--- src/hw/rtl/scp_pkg.sv ---
// ----------------------------------------------------------------------------
// scp_pkg: shared types for the span clipper
// Item and result structs, command kinds, engine states.
// ----------------------------------------------------------------------------
`timescale 1ns / 1ps
`default_nettype none
package scp_pkg;

  localparam int unsigned CoordW = 24;
  localparam int unsigned WallW  = 23;
  localparam int unsigned CfgIdxW = 2;

  localparam logic [CfgIdxW-1:0] CFG_WALL_WIDTH  = 2'd0;
  localparam logic [CfgIdxW-1:0] CFG_WALL_HEIGHT = 2'd1;

  typedef enum logic [1:0] {
    KIND_CLEAR = 2'd0,
    KIND_ADD   = 2'd1,
    KIND_HORIZ = 2'd2,
    KIND_VERT  = 2'd3
  } cmd_kind_t;

  typedef struct packed {
    cmd_kind_t          kind;
    logic [CoordW-1:0]  x_lo;
    logic [CoordW-1:0]  x_hi;
    logic [CoordW-1:0]  z_lo;
    logic [CoordW-1:0]  z_hi;
  } in_item_t;

  typedef struct packed {
    logic [CoordW-1:0]  piece_start;
    logic [CoordW-1:0]  piece_end;
    logic               has_piece;
    logic               last_piece;
    logic               openings_dropped;
  } out_item_t;

  typedef struct packed {
    logic [CoordW-1:0] x_start;
    logic [CoordW-1:0] x_end;
    logic [CoordW-1:0] z_start;
    logic [CoordW-1:0] z_end;
  } opening_t;

  typedef struct packed {
    logic [CoordW-1:0] s;
    logic [CoordW-1:0] e;
  } piece_t;

  // front -> back command handoff
  typedef struct packed {
    logic     valid;
    in_item_t item;
  } cmd_t;

  typedef enum logic [3:0] {
    ST_IDLE,
    ST_INIT,
    ST_OPEN_RD,
    ST_OPEN_EVAL,
    ST_PC_RD,
    ST_PC_EVAL,
    ST_PC_SPLIT,
    ST_EMIT_RD,
    ST_EMIT_WR
  } eng_state_t;

endpackage
`default_nettype wire

--- src/hw/rtl/span_clip_against_rectangles.sv ---
// Sequence: clear/add complete in idle; a query clips its band to the walls, reads each
//   stored opening, walks the pieces held for each opening that meets the band, and
//   then emits its results one by one.
// Flow: one transaction in flight in the clip engine, which walks its single-port
//   opening table and piece lists one entry at a time and takes no new command until done.
// Reset: synchronous active-low; clears the queues, opening count, sticky flag, walls.
// ----------------------------------------------------------------------------
// span_clip_against_rectangles: span clipper top level
// Input queue, clip engine and result queue.
// ----------------------------------------------------------------------------
`timescale 1ns / 1ps
`default_nettype none
module span_clip_against_rectangles
  import scp_pkg::*;
#(
  parameter int unsigned MAX_OPENINGS = 16
) (
  input  wire logic               clk,
  input  wire logic               rst_n,
  input  wire logic               cfg_we,
  input  wire logic [CfgIdxW-1:0] cfg_index,
  input  wire logic [WallW-1:0]   cfg_data,
  input  wire logic               in_push,
  output logic                    in_full,
  input  wire in_item_t           in_item,
  input  wire logic               out_pop,
  output logic                    out_empty,
  output out_item_t               out_item
);

  cmd_t      cmd;
  logic      cmd_take, res_push, res_full;
  out_item_t res_item;

  scp_front u_front (
    .clk      (clk),
    .rst_n    (rst_n),
    .in_push  (in_push),
    .in_full  (in_full),
    .in_item  (in_item),
    .cmd      (cmd),
    .cmd_take (cmd_take)
  );

  scp_back #(.MAX_OPENINGS(MAX_OPENINGS)) u_back (
    .clk       (clk),
    .rst_n     (rst_n),
    .cfg_we    (cfg_we),
    .cfg_index (cfg_index),
    .cfg_data  (cfg_data),
    .cmd       (cmd),
    .cmd_take  (cmd_take),
    .res_push  (res_push),
    .res_item  (res_item),
    .res_full  (res_full)
  );

  scp_out_fifo u_out (
    .clk       (clk),
    .rst_n     (rst_n),
    .push      (res_push),
    .push_item (res_item),
    .full      (res_full),
    .out_pop   (out_pop),
    .out_empty (out_empty),
    .out_item  (out_item)
  );

endmodule
`default_nettype wire

--- src/hw/rtl/scp_front.sv ---
// ----------------------------------------------------------------------------
// scp_front: input queue
// Two-entry command queue; decouples the input side from the clip engine.
// ----------------------------------------------------------------------------
`timescale 1ns / 1ps
`default_nettype none
module scp_front
  import scp_pkg::*;
(
  input  wire logic     clk,
  input  wire logic     rst_n,
  input  wire logic     in_push,
  output logic          in_full,
  input  wire in_item_t in_item,
  output cmd_t          cmd,
  input  wire logic     cmd_take
);

  in_item_t   q_r [2];
  logic       wp_r, wp_nxt, rp_r, rp_nxt;
  logic [1:0] cnt_r, cnt_nxt;
  logic       do_push, do_pop;

  assign in_full   = (cnt_r == 2'd2);
  assign do_push   = in_push && !in_full;
  assign do_pop    = cmd_take && (cnt_r != 2'd0);
  assign cmd.valid = (cnt_r != 2'd0);
  assign cmd.item  = q_r[rp_r];

  always_comb begin
    wp_nxt  = do_push ? ~wp_r : wp_r;
    rp_nxt  = do_pop ? ~rp_r : rp_r;
    cnt_nxt = cnt_r + {1'b0, do_push} - {1'b0, do_pop};
  end

  always_ff @(posedge clk) begin
    if (!rst_n) begin
      wp_r  <= 1'b0;
      rp_r  <= 1'b0;
      cnt_r <= 2'd0;
    end else begin
      wp_r  <= wp_nxt;
      rp_r  <= rp_nxt;
      cnt_r <= cnt_nxt;
    end
  end

  always_ff @(posedge clk) begin
    if (do_push) q_r[wp_r] <= in_item;
  end

endmodule
`default_nettype wire

--- src/hw/rtl/scp_out_fifo.sv ---
// ----------------------------------------------------------------------------
// scp_out_fifo: result queue
// Two-entry queue between the clip engine and the result ports.
// ----------------------------------------------------------------------------
`timescale 1ns / 1ps
`default_nettype none
module scp_out_fifo
  import scp_pkg::*;
(
  input  wire logic      clk,
  input  wire logic      rst_n,
  input  wire logic      push,
  input  wire out_item_t push_item,
  output logic           full,
  input  wire logic      out_pop,
  output logic           out_empty,
  output out_item_t      out_item
);

  out_item_t  q_r [2];
  logic       wp_r, wp_nxt, rp_r, rp_nxt;
  logic [1:0] cnt_r, cnt_nxt;
  logic       do_push, do_pop;

  assign full      = (cnt_r == 2'd2);
  assign out_empty = (cnt_r == 2'd0);
  assign out_item  = q_r[rp_r];
  assign do_push   = push && !full;
  assign do_pop    = out_pop && !out_empty;

  always_comb begin
    wp_nxt  = do_push ? ~wp_r : wp_r;
    rp_nxt  = do_pop ? ~rp_r : rp_r;
    cnt_nxt = cnt_r + {1'b0, do_push} - {1'b0, do_pop};
  end

  always_ff @(posedge clk) begin
    if (!rst_n) begin
      wp_r  <= 1'b0;
      rp_r  <= 1'b0;
      cnt_r <= 2'd0;
    end else begin
      wp_r  <= wp_nxt;
      rp_r  <= rp_nxt;
      cnt_r <= cnt_nxt;
    end
  end

  always_ff @(posedge clk) begin
    if (do_push) q_r[wp_r] <= push_item;
  end

endmodule
`default_nettype wire

--- src/hw/rtl/scp_back.sv ---
// ----------------------------------------------------------------------------
// scp_back: clip engine
// Holds the opening table and walls; runs each query over ping-pong piece
// lists, one stored opening and one piece at a time.
// ----------------------------------------------------------------------------
`timescale 1ns / 1ps
`default_nettype none
module scp_back
  import scp_pkg::*;
#(
  parameter int unsigned MAX_OPENINGS = 16
) (
  input  wire logic               clk,
  input  wire logic               rst_n,
  input  wire logic               cfg_we,
  input  wire logic [CfgIdxW-1:0] cfg_index,
  input  wire logic [WallW-1:0]   cfg_data,
  input  wire cmd_t               cmd,
  output logic                    cmd_take,
  output logic                    res_push,
  output out_item_t               res_item,
  input  wire logic               res_full
);

  localparam int unsigned PD   = MAX_OPENINGS + 1;
  localparam int unsigned OCW  = $clog2(MAX_OPENINGS + 1);
  localparam int unsigned OIW  = (MAX_OPENINGS > 1) ? $clog2(MAX_OPENINGS) : 1;
  localparam int unsigned PIW  = $clog2(PD);
  localparam int unsigned PCW  = $clog2(PD + 1);
  localparam logic [OCW-1:0] OMAX = OCW'(MAX_OPENINGS);
  localparam logic [PCW:0]   PDEP = (PCW + 1)'(PD);

  eng_state_t state_r, state_nxt;

  logic [WallW-1:0] wall_w_r, wall_h_r;
  logic [OCW-1:0]   open_cnt_r, open_cnt_nxt;
  logic             dropped_r, dropped_nxt;
  in_item_t         q_r, q_nxt;
  logic [OCW-1:0]   oi_r, oi_nxt;
  logic             bank_r, bank_nxt;
  logic [PCW-1:0]   src_n_r, src_n_nxt, dst_n_r, dst_n_nxt, j_r, j_nxt;
  logic signed [CoordW-1:0] a_r, a_nxt, b_r, b_nxt;

  opening_t op_mem [MAX_OPENINGS];
  piece_t   pa_mem [PD];
  piece_t   pb_mem [PD];
  opening_t op_rd_r;
  piece_t   pa_rd_r, pb_rd_r;

  // control
  logic           op_we, op_re, pc_re, pw_en, pw_bank;
  logic [PIW-1:0] pw_addr;
  piece_t         pw_data;

  // datapath views
  logic                     horiz;
  logic signed [CoordW-1:0] xl, xh, zl, zh, os_x, oe_x, os_z, oe_z;
  logic signed [CoordW-1:0] ps, pe, clamp_s, clamp_e, top;
  logic                     hit;
  logic [PCW:0]             cur_cnt;
  piece_t                   rd_piece;

  assign horiz    = (q_r.kind == KIND_HORIZ);
  assign xl       = $signed(q_r.x_lo);
  assign xh       = $signed(q_r.x_hi);
  assign zl       = $signed(q_r.z_lo);
  assign zh       = $signed(q_r.z_hi);
  assign os_x     = $signed(op_rd_r.x_start);
  assign oe_x     = $signed(op_rd_r.x_end);
  assign os_z     = $signed(op_rd_r.z_start);
  assign oe_z     = $signed(op_rd_r.z_end);
  assign rd_piece = bank_r ? pb_rd_r : pa_rd_r;
  assign ps       = $signed(rd_piece.s);
  assign pe       = $signed(rd_piece.e);
  assign top      = $signed({1'b0, horiz ? wall_w_r : wall_h_r});
  assign clamp_s  = (horiz ? xl : zl) < 0 ? '0 : (horiz ? xl : zl);
  assign clamp_e  = (horiz ? xh : zh) > top ? top : (horiz ? xh : zh);
  // pieces held right now: already written plus not yet visited
  assign cur_cnt  = {1'b0, dst_n_r} + {1'b0, src_n_r} - {1'b0, j_r};

  always_comb begin
    if (horiz) begin
      hit = (os_z >= zl && os_z <= zh) || (oe_z >= zl && oe_z <= zh) ||
            (os_z <= zl && oe_z >= zh);
    end else begin
      hit = (xl >= os_x && xl <= oe_x) || (xh >= os_x && xh <= oe_x) ||
            (xl <= os_x && xh >= oe_x);
    end
  end

  // next state
  always_comb begin
    state_nxt = state_r;
    unique case (state_r)
      ST_IDLE: begin
        if (cmd.valid && (cmd.item.kind == KIND_HORIZ || cmd.item.kind == KIND_VERT))
          state_nxt = ST_INIT;
      end
      ST_INIT: state_nxt = ST_OPEN_RD;
      ST_OPEN_RD: begin
        if (oi_r == open_cnt_r)
          state_nxt = (src_n_r == '0) ? ST_EMIT_WR : ST_EMIT_RD;
        else
          state_nxt = ST_OPEN_EVAL;
      end
      ST_OPEN_EVAL: state_nxt = (hit && src_n_r != '0) ? ST_PC_RD : ST_OPEN_RD;
      ST_PC_RD:     state_nxt = (j_r == src_n_r) ? ST_OPEN_RD : ST_PC_EVAL;
      ST_PC_EVAL: begin
        if (a_r > ps && b_r < pe && cur_cnt < PDEP) state_nxt = ST_PC_SPLIT;
        else                                        state_nxt = ST_PC_RD;
      end
      ST_PC_SPLIT: state_nxt = ST_PC_RD;
      ST_EMIT_RD:  state_nxt = ST_EMIT_WR;
      ST_EMIT_WR: begin
        if (!res_full) begin
          if (src_n_r == '0 || j_r + 1'b1 == src_n_r) state_nxt = ST_IDLE;
          else                                         state_nxt = ST_EMIT_RD;
        end
      end
      default: state_nxt = ST_IDLE;
    endcase
  end

  // control outputs
  always_comb begin
    cmd_take = 1'b0;
    op_we    = 1'b0;
    op_re    = 1'b0;
    pc_re    = 1'b0;
    pw_en    = 1'b0;
    pw_bank  = ~bank_r;
    pw_addr  = dst_n_r[PIW-1:0];
    pw_data  = rd_piece;
    res_push = 1'b0;
    res_item = '0;
    unique case (state_r)
      ST_IDLE: begin
        cmd_take = cmd.valid;
        op_we    = cmd.valid && cmd.item.kind == KIND_ADD && open_cnt_r < OMAX;
      end
      ST_INIT: begin
        pw_en   = 1'b1;
        pw_bank = bank_r;
        pw_addr = '0;
        pw_data = '{s: clamp_s, e: clamp_e};
      end
      ST_OPEN_RD: op_re = (oi_r != open_cnt_r);
      ST_PC_RD:   pc_re = (j_r != src_n_r);
      ST_PC_EVAL: begin
        if (a_r <= ps) begin
          pw_en   = !(b_r >= pe);
          pw_data = '{s: (b_r > ps) ? b_r : ps, e: pe};
        end else if (b_r >= pe) begin
          pw_en   = 1'b1;
          pw_data = '{s: ps, e: (a_r < pe) ? a_r : pe};
        end else begin
          pw_en = 1'b1;
          // list full: the piece is copied unchanged
          if (cur_cnt < PDEP) pw_data = '{s: ps, e: a_r};
        end
      end
      ST_PC_SPLIT: begin
        pw_en   = 1'b1;
        pw_data = '{s: b_r, e: pe};
      end
      ST_EMIT_RD: pc_re = 1'b1;
      ST_EMIT_WR: begin
        res_push = 1'b1;
        if (src_n_r == '0) begin
          res_item = '{piece_start: '0, piece_end: '0, has_piece: 1'b0,
                       last_piece: 1'b1, openings_dropped: dropped_r};
        end else begin
          res_item = '{piece_start: rd_piece.s, piece_end: rd_piece.e,
                       has_piece: 1'b1, last_piece: (j_r + 1'b1 == src_n_r),
                       openings_dropped: dropped_r};
        end
      end
      default: ;
    endcase
  end

  // datapath next values
  always_comb begin
    open_cnt_nxt = open_cnt_r;
    dropped_nxt  = dropped_r;
    q_nxt        = q_r;
    oi_nxt       = oi_r;
    bank_nxt     = bank_r;
    src_n_nxt    = src_n_r;
    dst_n_nxt    = dst_n_r;
    j_nxt        = j_r;
    a_nxt        = a_r;
    b_nxt        = b_r;
    unique case (state_r)
      ST_IDLE: begin
        if (cmd.valid) begin
          q_nxt = cmd.item;
          unique case (cmd.item.kind)
            KIND_CLEAR: open_cnt_nxt = '0;
            KIND_ADD: begin
              if (open_cnt_r < OMAX) open_cnt_nxt = open_cnt_r + 1'b1;
              else                   dropped_nxt  = 1'b1;
            end
            default: ;
          endcase
        end
      end
      ST_INIT: begin
        src_n_nxt = PCW'(1);
        oi_nxt    = '0;
      end
      ST_OPEN_RD: begin
        j_nxt = '0;
      end
      ST_OPEN_EVAL: begin
        a_nxt     = horiz ? os_x : os_z;
        b_nxt     = horiz ? oe_x : oe_z;
        dst_n_nxt = '0;
        j_nxt     = '0;
        if (!(hit && src_n_r != '0)) oi_nxt = oi_r + 1'b1;
      end
      ST_PC_RD: begin
        if (j_r == src_n_r) begin
          bank_nxt  = ~bank_r;
          src_n_nxt = dst_n_r;
          oi_nxt    = oi_r + 1'b1;
        end
      end
      ST_PC_EVAL: begin
        if (pw_en) dst_n_nxt = dst_n_r + 1'b1;
        if (!(a_r > ps && b_r < pe && cur_cnt < PDEP)) j_nxt = j_r + 1'b1;
      end
      ST_PC_SPLIT: begin
        dst_n_nxt = dst_n_r + 1'b1;
        j_nxt     = j_r + 1'b1;
      end
      ST_EMIT_WR: begin
        if (!res_full) j_nxt = j_r + 1'b1;
      end
      default: ;
    endcase
  end

  always_ff @(posedge clk) begin
    if (!rst_n) begin
      state_r    <= ST_IDLE;
      open_cnt_r <= '0;
      dropped_r  <= 1'b0;
      wall_w_r   <= '0;
      wall_h_r   <= '0;
      bank_r     <= 1'b0;
    end else begin
      state_r    <= state_nxt;
      open_cnt_r <= open_cnt_nxt;
      dropped_r  <= dropped_nxt;
      bank_r     <= bank_nxt;
      if (cfg_we && cfg_index == CFG_WALL_WIDTH)  wall_w_r <= cfg_data;
      if (cfg_we && cfg_index == CFG_WALL_HEIGHT) wall_h_r <= cfg_data;
    end
  end

  always_ff @(posedge clk) begin
    q_r       <= q_nxt;
    oi_r      <= oi_nxt;
    src_n_r   <= src_n_nxt;
    dst_n_r   <= dst_n_nxt;
    j_r       <= j_nxt;
    a_r       <= a_nxt;
    b_r       <= b_nxt;
  end

  // opening table
  always_ff @(posedge clk) begin
    if (op_we)
      op_mem[open_cnt_r[OIW-1:0]] <= '{x_start: cmd.item.x_lo, x_end: cmd.item.x_hi,
                                       z_start: cmd.item.z_lo, z_end: cmd.item.z_hi};
    if (op_re) op_rd_r <= op_mem[oi_r[OIW-1:0]];
  end

  // piece lists
  always_ff @(posedge clk) begin
    if (pw_en && !pw_bank) pa_mem[pw_addr] <= pw_data;
    if (pw_en && pw_bank)  pb_mem[pw_addr] <= pw_data;
    if (pc_re) begin
      pa_rd_r <= pa_mem[j_r[PIW-1:0]];
      pb_rd_r <= pb_mem[j_r[PIW-1:0]];
    end
  end

endmodule
`default_nettype wire

--- config.mk ---
export PLATFORM = sky130hd
export DESIGN_NAME = span_clip_against_rectangles
export DESIGN_NICKNAME = d
export VERILOG_FILES = /design/src/hw/rtl/scp_pkg.sv /design/src/hw/rtl/span_clip_against_rectangles.sv /design/src/hw/rtl/scp_front.sv /design/src/hw/rtl/scp_out_fifo.sv /design/src/hw/rtl/scp_back.sv
export SDC_FILE = /design/constraint.sdc
export NUM_CORES = 2
export LEC_CHECK = 0
export BUFFER_PORTS_ARGS = -buffer_cell sky130_fd_sc_hd__buf_4
export CAP_MARGIN = 10
export CORE_ASPECT_RATIO = 1.2
export CORE_UTILIZATION = 55
export DETAILED_ROUTE_END_ITERATION = 12
export PLACE_DENSITY = 0.71
export SYNTH_ARGS = -nofsm -noshare
export SYNTH_HDL_FRONTEND = slang
export SYNTH_HIERARCHICAL = 1
export SYNTH_SLANG_ARGS = --single-unit
--- constraint.sdc ---
create_clock -name clk -period 25.6 [get_ports clk]
set_input_delay 3.84 -clock clk [delete_from_list [all_inputs] [get_ports clk]]
set_output_delay 3.84 -clock clk [all_outputs]
set_load 0.01 [all_outputs]
=== Yosys cells after proc, flatten, opt, wreduce, memory -nomap -nowiden ===
Memory sizes are Yosys's and may differ from the RTL's. A register that Yosys moved wholly into a read port is not among the register bits.
Index checks and enable logic that the tools add are counted.

* Add/sub/neg operators: 10
* $lt $le $gt $ge: 22
* Eq/ne operators: 27
* Muxes and demuxes: 62
* Bitwise operators: 6
* Reduce and logical (&&, ||, !) cells: 54

{| class="wikitable"
|+ Operator list
! operator !! count
|-
| $mux 24 || 10
|-
| $ge 24x24->1 || 7
|-
| $le 24x24->1 || 7
|-
| $pmux 48 s3 || 1
|-
| $mux 51 || 2
|-
| $mux 48 || 2
|-
| $gt 24x24->1 || 3
|-
| $lt 24x24->1 || 2
|-
| $mux 5 || 8
|-
| $pmux 4 s9 || 1
|-
| $lt 32x1->1 const B || 1
|-
| $mux 32 || 1
|-
| $pmux 5 s3 || 2
|-
| $mux 23 || 1
|-
| $mux 1 || 21
|-
| $add 5x1->5 const B || 4
|-
| $logic_and 1x1->1 || 20
|-
| $pmux 5 s2 || 2
|-
| $pmux 5 s4 || 1
|-
| $eq 4x3->1 const B || 4
|-
| $mux 4 || 4
|-
| $eq 5x5->1 || 3
|-
| $eq 2x2->1 const B || 5
|-
| $ne 5x5->1 || 2
|-
| 29 further kinds || 67
|}

* Flip-flop bits (word level): 231
* Memory bits (writable): 3466
* Bits of input ports: 128
* Word-level logic and storage cells: 209
* Memories: 5

{| class="wikitable"
|+ Memories
! name !! depth !! bits a word !! read ports !! clocked after memory_dff !! wr ports !! line !! text
|-
| u_back.op_mem || 16 || 96 || 1 || 1 || 1 || scp_back.sv:44 || <nowiki>opening_t op_mem [MAX_OPENINGS];</nowiki>
|-
| u_back.pa_mem || 17 || 48 || 1 || 1 || 1 || scp_back.sv:45 || <nowiki>piece_t pa_mem [PD];</nowiki>
|-
| u_back.pb_mem || 17 || 48 || 1 || 1 || 1 || scp_back.sv:46 || <nowiki>piece_t pb_mem [PD];</nowiki>
|-
| u_front.q_r || 2 || 98 || 1 || 1 || 1 || scp_front.sv:19 || <nowiki>in_item_t q_r [2];</nowiki>
|-
| u_out.q_r || 2 || 51 || 1 || 1 || 1 || scp_out_fifo.sv:20 || <nowiki>out_item_t q_r [2];</nowiki>
|}

=== Longest topological paths before layout ===
* Depth in word-level cells: 8
* Mapped depth: 18

=== Hierarchy ===
The synthesis kept the hierarchy.

{| class="wikitable"
|+ Modules (own cells, without submodules)
! module !! instances !! cells each !! area each (µm²)
|-
| scp_back || 1 || 7095 || 144033.1
|-
| scp_front || 1 || 331 || 7378.3
|-
| scp_out_fifo || 1 || 186 || 4170.2
|}

=== Worst setup path before layout ===
OpenSTA, ideal clock, no wires.

* Kind: register -> register
* Start: register u_back.j_r[2]
* End: register u_back/pa_rd_r[0] (netlist name)
* Setup time: 0.688 ns
* Arrival time: 9.200 ns
* Slack: 15.711 ns
* Stages on the path, launching flop included: 10
* Path buffers: 2
* Period minus slack after synthesis: 9.889 ns
* Cells stage by stage: edfxtp_1 -> inv_2 -> clkbuf_1 -> buf_1 -> ha_1 -> nand3_1 -> nor2_1 -> nor3_1 -> a21oi_1 -> nor3b_1

* Word-level cells in the longest chain between the ends: 2

{| class="wikitable"
|+ RTL lines
! element !! line !! text
|-
| start, declared || scp_back.sv:41 || <nowiki>logic [PCW-1:0] src_n_r, src_n_nxt, dst_n_r, dst_n_nxt, j_r, j_nxt;</nowiki>
|-
| start signal, assigned || scp_back.sv:267 || <nowiki>j_r <= j_nxt;</nowiki>
|-
| $ne 5x5->1 || scp_back.sv:148 || <nowiki>ST_PC_RD: pc_re = (j_r != src_n_r);</nowiki>
|-
| $pmux 1 s2 || scp_back.sv:136 || <nowiki>unique case (state_r)</nowiki>
|-
| via u_back.pc_re || scp_back.sv:51 || <nowiki>logic op_we, op_re, pc_re, pw_en, pw_bank;</nowiki>
|}

The timed path passes the listed nets, and every way through them passes these cells.
A chain may end at the register's enable or synchronous reset.

=== Worst setup path after layout ===
* Start: register u_back.j_r[0]
* End: register u_back/pb_rd_r[34] (netlist name)

* Word-level cells in the longest chain between the ends: 2

{| class="wikitable"
|+ RTL lines
! element !! line
|-
| $ne 5x5->1 || scp_back.sv:148
|-
| $pmux 1 s2 || scp_back.sv:136
|}

Parallel ways exist; a longest one is shown, timed or not.

==> impl_metrics.env <==
export IMPL_clock_skew_ns=0.0701
export IMPL_grt_max_degree=142
export IMPL_design_area_um2=175000
export IMPL_syn_mean_instance_area_um2=20.4
export IMPL_htree_levels=5
export IMPL_hold_viol=0
export IMPL_ir_worst_vdd_mv=0.0955
export IMPL_row_count=213
export IMPL_synth_ff_type="edfxtp_1"
export IMPL_ys_ff_latch=3891
export IMPL_rsz0062_at_grt="no"
export IMPL_vias=79259
export IMPL_power_density_nw_per_um2=97.6
export IMPL_arrival_ns=7.50
export IMPL_cts_buffers=371
export IMPL_use_met1_pct=38.1
export IMPL_reg2reg_slack_ns=18.73
export IMPL_cap_violations=0
export IMPL_tritoncts="yes"
export IMPL_worst_slew_pin_slew_ns=1.35
export IMPL_synth_edf_count=3824
export IMPL_overflow=0
export IMPL_timing_fmax_mhz=146
export IMPL_die_w_um=488
export IMPL_post_cts_buffers=0
export IMPL_synth_compound_area_share_pct=2.39
export IMPL_netlist_area_um2=156000
export IMPL_post_route_period_util_pct=26.8
export IMPL_holdBufCountCts=0
export IMPL_finalSetupViolCount=0
export IMPL_intPower_mw=12.3
export IMPL_detail_route_antenna_nets=0
export IMPL_grtUsageMet2_pct=49.4
export IMPL_die_area_um2=285000
export IMPL_hp_class="flip-flop to flip-flop"
export IMPL_io_pins=181
export IMPL_crit_path_cell_trace="buf_4 -> buf_4 -> buf_4 -> buf_4 -> buf_12 -> buf_4 -> mux4_2 -> mux4_2 -> nand2_1 -> nand2_1"
export IMPL_drt_pass1_iter_count=5
export IMPL_netlist_cell_type_count=77
export IMPL_slew_viol_final=0
export IMPL_synthCells=7612
export IMPL_place_congestion=0.975
export IMPL_critPathMaxFanout=102
export IMPL_relSlewSlack_pct=9.45
export IMPL_ctsResizeCount=0
export IMPL_area_growth_pct=12.5
export IMPL_grt_pass1_vias=79646
export IMPL_drive_gt1_share_pct=26.1
export IMPL_synth_nets=8076
export IMPL_grtUsageTotal_pct=29.8
export IMPL_post_drt_via_cell_ratio=6.55
export IMPL_cp_end_kind="flip-flop"
export IMPL_drc=0
export IMPL_antenna_found_initial=19
export IMPL_critPathMaxStageDelay_ns=0.82
export IMPL_drt_iter0_markers=9589
export IMPL_synth_adder_area_share_pct=2.73
export IMPL_cpMaxStageDelayCell="buf_4"
export IMPL_core_um2=281000
export IMPL_muxShareOfSynthArea_pct=15.8
export IMPL_crit_top_cell="buf_4"
export IMPL_p_seq_share_pct=47.8
export IMPL_critical_path_class="flip-flop to flip-flop"
export IMPL_ys_warn_count=6
export IMPL_synthSimpleGateAreaFrac_pct=2.84
export IMPL_use_met3_pct=5.48
export IMPL_ys_async_sr_fraction_pct=0
export IMPL_pwr_share_comb_pct=20.1
export IMPL_p_sw_mw=4.79
export IMPL_switching_share_pct=28.0
export IMPL_clkPwrFrac_pct=32.2
export IMPL_leakagePower_nw=57.1
export IMPL_wl_per_cell_um=34.9
export IMPL_dp_hpwl_um=247000
export IMPL_cts_root_buf="clkbuf_16"
export IMPL_status="complete, no violations"
export IMPL_io_buffers=180
export IMPL_clock_sinks=3891
export IMPL_fin_crit_ns=6.87
export IMPL_busiest_layer="met2"
export IMPL_critPathBufInv=6
export IMPL_critPathRequiredTime_ns=26.24
export IMPL_clk_path_buf_depth=4
export IMPL_start_kind="flip-flop"
export IMPL_die_h_um=585
export IMPL_seq_area_frac_synth_pct=74.7
export IMPL_finalWirelength_um=422000
export IMPL_nNetsFinal=8499
export IMPL_grt_pass1_wl_um=593000
export IMPL_dpl_cell_area_um2=163000
export IMPL_synth_top_family_by_area="multiplexers"
export IMPL_synth_xor_area_share_pct=0.175
export IMPL_clk_pin_slew_ns=0.06
export IMPL_crit_family="buffers and inverters"
export IMPL_start_util_pct=55.4
export IMPL_clk_latency_ns=0.94
export IMPL_finalSetupTns_ns=0
## tightest hold or removal path, cell delays in order, from the launching register on
cell      delay [ns]
dfxtp_1         0.31
nand2_1         0.05
a21boi_0        0.06
## cells in the final DEF (no fill, tap or decap), types with 41 or more instances in the layout
cell type     n
edfxtp_1   3824
mux4_2      960
nand2_1     568
clkbuf_16   380
buf_4       363
ha_1        331
a21oi_1     211
inv_1       190
nor2_1      146
o21ai_0     105
mux2_2       86
clkinv_2     71
clkinv_1     70
mux2_4       70
mux2i_1      69
clkbuf_1     65
nand4_1      64
dfxtp_1      64
a21boi_0     49
nand3_1      45
a21o_1       42
bufinv_16    41
nor2_4       41
## worst paths after layout
check                                        from                              end  depth (start not counted)
setup / recovery      u_back/j_r[0]$_SDFFCE_PN0P_     u_back/pb_rd_r[34]$_DFFE_PP_                         10
hold / removal    u_back/wall_h_r[9]$_SDFFE_PN0P_  u_back/wall_h_r[9]$_SDFFE_PN0P_                          2
setup reg to reg      u_back/j_r[0]$_SDFFCE_PN0P_     u_back/pb_rd_r[34]$_DFFE_PP_                         10
hold reg to reg   u_back/wall_h_r[9]$_SDFFE_PN0P_  u_back/wall_h_r[9]$_SDFFE_PN0P_                          2
## cells in the mapped netlist, drive strengths merged, types with 11 or more instances
master / count / share of area [%]
a211o: 18 / 0.10
a21boi: 49 / 0.24
a21o: 42 / 0.20
a21oi: 212 / 0.68
a2bb2oi: 22 / 0.12
and3: 19 / 0.076
buf: 127 / 0.42
clkbuf: 215 / 0.52
dfxtp: 67 / 0.86
edfxtp: 3824 / 74
ha: 331 / 2.7
inv: 193 / 0.47
mux2: 173 / 1.4
mux2i: 74 / 0.48
mux4: 960 / 14
nand2: 570 / 1.4
nand2b: 20 / 0.080
nand3: 45 / 0.14
nand4: 64 / 0.26
nor2: 187 / 0.45
nor2b: 26 / 0.10
nor3: 35 / 0.11
nor4: 11 / 0.044
o211ai: 15 / 0.076
o21ai: 135 / 0.44
o221ai: 33 / 0.19
xnor2: 21 / 0.12
## final cells by class
class	instances	area (um^2)
sequential	3891	116000
fill	19020	106000
multi-input combinational	3186	38000
clock buffer	445	9750
tap	3762	4710
timing repair buffer	392	3250
clock inverter	225	2300
inverter	193	734
antenna	10	25.0
## metrics by stage
| stage | instances | total power [mW] | setup WS [ns] | hold slack (ns) | util, % |
|---|---|---|---|---|---|
| after floorplan | 7612 | 10.4 | 15.71 | 0.443 | - |
| after global placement | 11413 | 11.6 | 18.51 | 0.451 | 57.9 |
| after detailed placement | 11417 | 11.7 | 18.48 | 0.457 | 57.9 |
| after CTS | 12087 | 17.1 | 18.47 | 0.465 | 62.2 |
| after global routing | 12099 | 17.6 | 18.08 | 0.487 | 62.3 |
| final | 12104 | 17.1 | 18.73 | 0.464 | 62.3 |
## metal layers
metal / wire (um) / vias to the layer above
met5: 84 / -
met4: 23800 / 12
met3: 37300 / 958
met2: 210000 / 4429
met1: 151000 / 41819
li1: - / 32041
## kinds of logic after synthesis
family	Yosys count
fa+ha+maj	336
xor+xnor	31
buf+inv	535
mux	1207
compound gates	593
simple gates	1019
flops	3891
## flip-flops by register name, summed over array words and instances (netlist names), 48 cells and up, named ones only
register / flops
u_back/pa_mem: 816
u_back/pb_rd_r: 48
u_out/q_r: 102
u_back/pa_rd_r: 48
u_front/q_r: 196
u_back/op_mem: 1536
u_back/pb_mem: 816
## power by group through the flow
stage	sequential (mW)	combinational, mW	clock, mW
2_1_floorplan	8.13	2.25	0
3_3_place_gp	8.28	3.28	0
3_5_place_dp	8.29	3.38	0
4_1_cts	8.15	3.39	5.56
5_1_grt	8.15	3.65	5.79
6_report	8.16	3.43	5.49
Note: power is estimated with default switching activity, not from simulation.
